<file path="src/rtl/lpw_pkg.sv">
// Shared types for the line pixel walker.
`timescale 1ns / 1ps

package lpw_pkg;

  // Item kind carried on the input channel.
  typedef enum logic {
    MODE_START   = 1'b0,
    MODE_ADVANCE = 1'b1
  } lpw_mode_t;

  // Per-line orientation and the single-pixel flag from setup.
  typedef struct packed {
    logic x_is_major;
    logic minor_down;
    logic fin;
  } lpw_flags_t;

endpackage

</file>
<file path="src/rtl/lpw_setup.sv">
// Start-of-line setup: major axis, endpoint order, deltas and initial error.
`timescale 1ns / 1ps

module lpw_setup import lpw_pkg::*; #(
  parameter int COORD_BITS = 12
) (
  input  logic [COORD_BITS-1:0]   xa,
  input  logic [COORD_BITS-1:0]   ya,
  input  logic [COORD_BITS-1:0]   xb,
  input  logic [COORD_BITS-1:0]   yb,
  output logic [COORD_BITS-1:0]   first_x,
  output logic [COORD_BITS-1:0]   first_y,
  output logic [COORD_BITS-1:0]   major_end,
  output logic [COORD_BITS-1:0]   delta_major,
  output logic [COORD_BITS-1:0]   delta_minor,
  output logic [COORD_BITS+2:0]   error_init,
  output lpw_flags_t              flags
);

  localparam int EB = COORD_BITS + 3;

  logic [COORD_BITS-1:0] dx;
  logic [COORD_BITS-1:0] dy;
  logic                  xmaj;
  logic                  swap;
  logic [COORD_BITS-1:0] last_x;
  logic [COORD_BITS-1:0] last_y;
  logic [EB-1:0]         dmin_e;
  logic [EB-1:0]         dmaj_e;

  always_comb begin
    dx   = (xa > xb) ? (xa - xb) : (xb - xa);
    dy   = (ya > yb) ? (ya - yb) : (yb - ya);
    xmaj = (dx >= dy);
    // ties on the major coordinate keep the first endpoint first
    swap = xmaj ? (xa > xb) : (ya > yb);

    first_x = swap ? xb : xa;
    first_y = swap ? yb : ya;
    last_x  = swap ? xa : xb;
    last_y  = swap ? ya : yb;

    major_end   = xmaj ? last_x : last_y;
    delta_major = xmaj ? dx : dy;
    delta_minor = xmaj ? dy : dx;

    dmin_e     = {3'b000, delta_minor};
    dmaj_e     = {3'b000, delta_major};
    error_init = {dmin_e[EB-2:0], 1'b0} - dmaj_e;

    flags.x_is_major = xmaj;
    flags.minor_down = xmaj ? (last_y < first_y) : (last_x < first_x);
    flags.fin        = xmaj ? (first_x == last_x) : (first_y == last_y);
  end

endmodule

</file>
<file path="src/rtl/lpw_core.sv">
// Line state registers and the per-pixel Bresenham step.
`timescale 1ns / 1ps

module lpw_core import lpw_pkg::*; #(
  parameter int COORD_BITS = 12
) (
  input  logic                  clk,
  input  logic                  rst,
  input  logic                  fire,
  input  lpw_mode_t             mode,
  input  logic [COORD_BITS-1:0] first_x,
  input  logic [COORD_BITS-1:0] first_y,
  input  logic [COORD_BITS-1:0] major_end_in,
  input  logic [COORD_BITS-1:0] delta_major_in,
  input  logic [COORD_BITS-1:0] delta_minor_in,
  input  logic [COORD_BITS+2:0] error_init,
  input  lpw_flags_t            flags_in,
  output logic                  res_valid,
  output logic [COORD_BITS-1:0] res_x,
  output logic [COORD_BITS-1:0] res_y,
  output logic                  res_last
);

  localparam int EB = COORD_BITS + 3;

  logic [COORD_BITS-1:0] cur_x;
  logic [COORD_BITS-1:0] cur_y;
  logic [EB-1:0]         decision_error;
  logic [COORD_BITS-1:0] delta_major;
  logic [COORD_BITS-1:0] delta_minor;
  logic [COORD_BITS-1:0] major_end;
  logic                  minor_down;
  logic                  x_is_major;
  logic                  busy;

  logic [COORD_BITS-1:0] cur_x_next;
  logic [COORD_BITS-1:0] cur_y_next;
  logic [EB-1:0]         decision_error_next;
  logic                  busy_next;

  logic                  step_minor;
  logic [COORD_BITS-1:0] major_cur;
  logic [COORD_BITS-1:0] minor_cur;
  logic [COORD_BITS-1:0] major_inc;
  logic [COORD_BITS-1:0] minor_new;
  logic [EB-1:0]         dmin_e;
  logic [EB-1:0]         dmaj_e;
  logic [EB-1:0]         diff_e;
  logic [EB-1:0]         err_add;
  logic                  adv_fin;

  always_comb begin
    step_minor = ~decision_error[EB-1];
    major_cur  = x_is_major ? cur_x : cur_y;
    minor_cur  = x_is_major ? cur_y : cur_x;
    major_inc  = major_cur + 1'b1;
    if (step_minor) begin
      minor_new = minor_down ? (minor_cur - 1'b1) : (minor_cur + 1'b1);
    end else begin
      minor_new = minor_cur;
    end
    dmin_e  = {3'b000, delta_minor};
    dmaj_e  = {3'b000, delta_major};
    diff_e  = dmin_e - dmaj_e;
    err_add = step_minor ? {diff_e[EB-2:0], 1'b0} : {dmin_e[EB-2:0], 1'b0};
    adv_fin = (major_inc == major_end);

    cur_x_next          = cur_x;
    cur_y_next          = cur_y;
    decision_error_next = decision_error;
    busy_next           = busy;
    res_valid           = 1'b0;
    res_x               = '0;
    res_y               = '0;
    res_last            = 1'b0;

    case (mode)
      MODE_START: begin
        cur_x_next          = first_x;
        cur_y_next          = first_y;
        decision_error_next = error_init;
        busy_next           = ~flags_in.fin;
        res_valid           = 1'b1;
        res_x               = first_x;
        res_y               = first_y;
        res_last            = flags_in.fin;
      end
      MODE_ADVANCE: begin
        if (busy) begin
          cur_x_next          = x_is_major ? major_inc : minor_new;
          cur_y_next          = x_is_major ? minor_new : major_inc;
          decision_error_next = decision_error + err_add;
          busy_next           = ~adv_fin;
          res_valid           = 1'b1;
          res_x               = cur_x_next;
          res_y               = cur_y_next;
          res_last            = adv_fin;
        end
      end
      default: begin
        res_valid = 1'b0;
      end
    endcase
  end

  // only busy is control; the rest is rewritten by every start
  always_ff @(posedge clk) begin
    if (rst) begin
      busy <= 1'b0;
    end else if (fire) begin
      busy <= busy_next;
    end
  end

  always_ff @(posedge clk) begin
    if (fire) begin
      cur_x          <= cur_x_next;
      cur_y          <= cur_y_next;
      decision_error <= decision_error_next;
      if (mode == MODE_START) begin
        delta_major <= delta_major_in;
        delta_minor <= delta_minor_in;
        major_end   <= major_end_in;
        minor_down  <= flags_in.minor_down;
        x_is_major  <= flags_in.x_is_major;
      end
    end
  end

  // a final pixel always leaves the walker idle
  a_last_goes_idle: assert property (@(posedge clk) disable iff (rst)
    fire && res_last |=> !busy)
    else $error("walker still busy after last pixel");

  // line state only moves on a processed beat
  a_busy_holds: assert property (@(posedge clk) disable iff (rst)
    !fire |=> $stable(busy))
    else $error("busy changed without a beat");

  // no pixel is flagged last unless it is a real pixel
  a_last_needs_valid: assert property (@(posedge clk) disable iff (rst)
    fire && !res_valid |-> !res_last)
    else $error("last set on an empty result");

endmodule

</file>
<file path="src/rtl/line_pixel_walker.sv">
// Top level: input skid register, line setup, step core and result register.
`timescale 1ns / 1ps

// Channel | Handshake            | Payload
// --------+----------------------+------------------------------------------
// input   | in_valid / in_stall  | mode, x_start, y_start, x_end, y_end
// output  | out_valid / out_stall| valid_res, pixel_x, pixel_y, last
//
// One beat in gives one beat out; a new beat is taken every cycle unless
// in_stall holds it. A beat passes the input register, then setup/step logic
// into the result register. The step is add/compare on the registered state.
// Reset (rst, synchronous) empties both registers and leaves the walker idle.
// in_stall rises only when the input register is full and the result
// register is held by out_stall, so one beat can wait in each stage.

module line_pixel_walker import lpw_pkg::*; #(
  parameter int COORD_BITS = 12
) (
  input  logic                  clk,
  input  logic                  rst,
  input  logic                  in_valid,
  output logic                  in_stall,
  input  logic                  mode,
  input  logic [COORD_BITS-1:0] x_start,
  input  logic [COORD_BITS-1:0] y_start,
  input  logic [COORD_BITS-1:0] x_end,
  input  logic [COORD_BITS-1:0] y_end,
  output logic                  out_valid,
  input  logic                  out_stall,
  output logic                  valid_res,
  output logic [COORD_BITS-1:0] pixel_x,
  output logic [COORD_BITS-1:0] pixel_y,
  output logic                  last
);

  // input register
  logic                  s1_valid;
  lpw_mode_t             s1_mode;
  logic [COORD_BITS-1:0] s1_xa;
  logic [COORD_BITS-1:0] s1_ya;
  logic [COORD_BITS-1:0] s1_xb;
  logic [COORD_BITS-1:0] s1_yb;

  logic in_take;
  logic fire;

  // setup results
  logic [COORD_BITS-1:0] su_first_x;
  logic [COORD_BITS-1:0] su_first_y;
  logic [COORD_BITS-1:0] su_major_end;
  logic [COORD_BITS-1:0] su_delta_major;
  logic [COORD_BITS-1:0] su_delta_minor;
  logic [COORD_BITS+2:0] su_error_init;
  lpw_flags_t            su_flags;

  // core results
  logic                  res_valid;
  logic [COORD_BITS-1:0] res_x;
  logic [COORD_BITS-1:0] res_y;
  logic                  res_last;

  // the input stage drains whenever the result register is free or leaving
  assign fire     = s1_valid && !(out_valid && out_stall);
  assign in_stall = s1_valid && !fire;
  assign in_take  = in_valid && !in_stall;

  always_ff @(posedge clk) begin
    if (rst) begin
      s1_valid <= 1'b0;
    end else begin
      s1_valid <= in_take || (s1_valid && !fire);
    end
  end

  always_ff @(posedge clk) begin
    if (in_take) begin
      s1_mode <= lpw_mode_t'(mode);
      s1_xa   <= x_start;
      s1_ya   <= y_start;
      s1_xb   <= x_end;
      s1_yb   <= y_end;
    end
  end

  lpw_setup #(
    .COORD_BITS (COORD_BITS)
  ) u_setup (
    .xa          (s1_xa),
    .ya          (s1_ya),
    .xb          (s1_xb),
    .yb          (s1_yb),
    .first_x     (su_first_x),
    .first_y     (su_first_y),
    .major_end   (su_major_end),
    .delta_major (su_delta_major),
    .delta_minor (su_delta_minor),
    .error_init  (su_error_init),
    .flags       (su_flags)
  );

  lpw_core #(
    .COORD_BITS (COORD_BITS)
  ) u_core (
    .clk            (clk),
    .rst            (rst),
    .fire           (fire),
    .mode           (s1_mode),
    .first_x        (su_first_x),
    .first_y        (su_first_y),
    .major_end_in   (su_major_end),
    .delta_major_in (su_delta_major),
    .delta_minor_in (su_delta_minor),
    .error_init     (su_error_init),
    .flags_in       (su_flags),
    .res_valid      (res_valid),
    .res_x          (res_x),
    .res_y          (res_y),
    .res_last       (res_last)
  );

  // result register
  always_ff @(posedge clk) begin
    if (rst) begin
      out_valid <= 1'b0;
    end else begin
      out_valid <= fire || (out_valid && out_stall);
    end
  end

  always_ff @(posedge clk) begin
    if (fire) begin
      valid_res <= res_valid;
      pixel_x   <= res_x;
      pixel_y   <= res_y;
      last      <= res_last;
    end
  end

  // a stall upstream needs a beat parked in the input register
  a_stall_needs_s1: assert property (@(posedge clk) disable iff (rst)
    in_stall |-> s1_valid && out_valid && out_stall)
    else $error("input stalled with room in the pipeline");

  // a queued beat reaches the result register when that register is empty
  a_out_from_s1: assert property (@(posedge clk) disable iff (rst)
    s1_valid && !out_valid |=> out_valid)
    else $error("queued beat did not reach the result register");

  // a waiting beat is not dropped while the output is held
  a_s1_kept: assert property (@(posedge clk) disable iff (rst)
    in_stall |=> s1_valid)
    else $error("input register lost a stalled beat");

endmodule
</file>
<file path="config.mk">
export PLATFORM = sky130hd
export DESIGN_NAME = line_pixel_walker
export DESIGN_NICKNAME = d
export VERILOG_FILES = /design/src/rtl/lpw_pkg.sv /design/src/rtl/lpw_setup.sv /design/src/rtl/lpw_core.sv /design/src/rtl/line_pixel_walker.sv
export SDC_FILE = /design/constraint.sdc
export NUM_CORES = 1
export LEC_CHECK = 0
export BUFFER_PORTS_ARGS = -buffer_cell sky130_fd_sc_hd__buf_2
export CELL_PAD_IN_SITES_DETAIL_PLACEMENT = 0
export CELL_PAD_IN_SITES_GLOBAL_PLACEMENT = 2
export CORE_ASPECT_RATIO = 2
export CORE_MARGIN = 2
export CORE_UTILIZATION = 39
export DETAILED_ROUTE_END_ITERATION = 16
export GPL_ROUTABILITY_DRIVEN = 0
export PLACE_DENSITY = 0.85
export SETUP_SLACK_MARGIN = 0.15
export SLEW_MARGIN = 0
export SYNTH_ARGS = -nofsm -noshare
export SYNTH_HDL_FRONTEND = slang
export SYNTH_HIERARCHICAL = 1
export SYNTH_SLANG_ARGS = --single-unit
</file>
<file path="constraint.sdc">
create_clock -name clk -period 8.1 [get_ports clk]
set_input_delay 1.215 -clock clk [delete_from_list [all_inputs] [get_ports clk]]
set_output_delay 1.215 -clock clk [all_outputs]
set_load 0.1 [all_outputs]
</file>
==> run metrics <==
status completed; clk sinks 154; P&R area growth vs syn 11.2%; critical path launch point type flip-flop; final setup vio count 0; ANT cells 0; crit-path max FO 12; internal power 2.51 mW; first-pass GRT wire length 56,200 um; sw power 2.00 mW; cells after synthesis 1,353; core area 32,100 um2; Max Clock Freq 133 MHz; Clock Tree Buf Depth 2; initial core utilization 39.4%; final WL 36,500 um; Ports 81; P_leak 5.82 nW; Sw Share 44.4%; Worst VDD drop 0.000163 V; CTS tree done; Slew HR 24.2%; Top reg by flops u_core/decision_error; initial antenna violation count 0; DR WL/cell 19.7 um; DR DRC count 0; Final #Nets 1,576; Flop pwr share 24.8%; Routed Antenna Nets 0; input/output buffers 80; Fin. Hold Viols 0; Skew-Pair Late Insertion Delay 0.45 ns; Ys Warns 6; grt ovf 0; clock share of power 17.4%; DP HPWL 29,100 um; Initial DRT Pass Iterations 5; CP Data Arrival Time 7.71 ns; Rows 93; CP required 8.27 ns; Setup TNS Final 0 ns; post-layout util 43.8%; fin crit share 93.1%; number of global-route vias before repair 10,300; Comb pwr share 57.8%; CTS Buf Count 17; worst hold slack 0.497 ns; CP endpoint kind flip-flop; Max-Cap Viols 0; DRT iter0 DRCs 616; max-slew violation count 0; syn nets 1,519; die width 131 um; largest net degree at the start of global routing 50; via/cell ratio 5.50; post-layout minimum cycle time 7.54 ns; synthesized cell area 12,600 um2; RSZ-0062 raised after global routing false; H-Tree Level Count 4; mean area per synthesized cell 9.35 um2; Hold Crit Class flip-flop to flip-flop; die area 34,000 um2; CTS clock-pin slew for the worst setup and hold paths 0.07 ns; total power 4.52 mW; proportion of layout cells with a drive suffix above 1 15.5%; Die H 259 um; Root Buffer clkbuf_16; Pwr Density 321 nW/um2; critical path class flip-flop to flip-flop; clock skew 0.0102 ns; GRT Util Overall 21.6%; max reg flops 14; worst-margin pin slew 1.14 ns; DR vias 10,200
## stage by stage
stage,std cells,area (um2),setup slack (ns)
CTS,1850,14100,0.422
finish,1850,14100,0.559
floorplan,1353,12600,1.28
detailed placement,1818,13500,0.532
global placement,1818,13500,0.633
global route,1850,14100,0.248
## critical path: stages, from the launching register on
cell and delay [ns]:
edfxtp_1 0.44, inv_1 0.08, ha_1 0.52, nand4_4 0.16, nor3_1 0.28, a221oi_2 0.13, a21oi_4 0.39, mux2_1 0.36
a2bb2oi_1 0.36, nand2_1 0.12, xor2_1 0.53, ha_1 0.23, nand2_1 0.06, nor3_1 0.30, o31ai_1 0.18, o211ai_4 0.46
inv_1 0.16, o21ai_0 0.33, ha_1 0.31, a21o_1 0.17, a21o_1 0.21, maj3_2 0.35, o221a_4 0.25, a31o_1 0.25
xor2_1 0.16, a221oi_1 0.28, o311ai_0 0.17
## cell type report
class | count | area [um2]
Sequential cell | 154 | 4590
Inverter | 114 | 428
Fill cell | 3206 | 18000
Tap cell | 427 | 534
Timing Repair Buffer | 104 | 593
Clock inverter | 13 | 133
Multi-Input combinational cell | 1019 | 7350
Clock buffer | 19 | 433
## layout by cell type (no fill, tap or decap), drive strengths merged, types with 9 or more instances in the layout
master    n
xor2     38
nor2b    15
nand3    29
inv     119
o21ai   119
edfxtp  151
a21oi    83
or3       9
mux2     49
nand4    14
a31oi    23
nand2   145
and2     16
clkbuf   19
nor3     32
ha      105
o211ai    9
a21o     27
xnor2    54
nor2     75
a211oi   20
mux2i    29
buf     104
## layer usage
metal	up-vias	wire [um]	track usage, %
li1	5009	-	-
met2	237	20100	42.6
met5	-	0	0
met4	0	1800	11.2
met3	70	834	2.91
met1	4858	13700	21.8
## timing repair
| action | 4_1_cts | 5_1_grt |
|---|---|---|
| setup endpoints to repair | 0 | 2 |
| setup buffers | 0 | 0 |
| hold buffers | 0 | 0 |
| resized for setup | 0 | 1 |
## path summary, 6_finish.rpt
path            start                        end  slack (ns)  cells past startpoint
min reg2reg  s1_valid                   s1_valid        0.50                      2
max          s1_xa[9]  u_core/decision_error[11]        0.56                     26
max reg2reg  s1_xa[9]  u_core/decision_error[11]        0.56                     26
min          s1_valid                   s1_valid        0.50                      2
## power by group through the flow
stage / clock network, mW / registers [mW] / logic [mW]
3_3_place_gp: 0 / 1.14 / 2.56
6_report: 0.788 / 1.12 / 2.61
5_1_grt: 0.830 / 1.13 / 2.86
4_1_cts: 0.809 / 1.12 / 2.60
3_5_place_dp: 0 / 1.14 / 2.58
2_1_floorplan: 0 / 1.20 / 1.82
(Power assumes the default switching activity.)
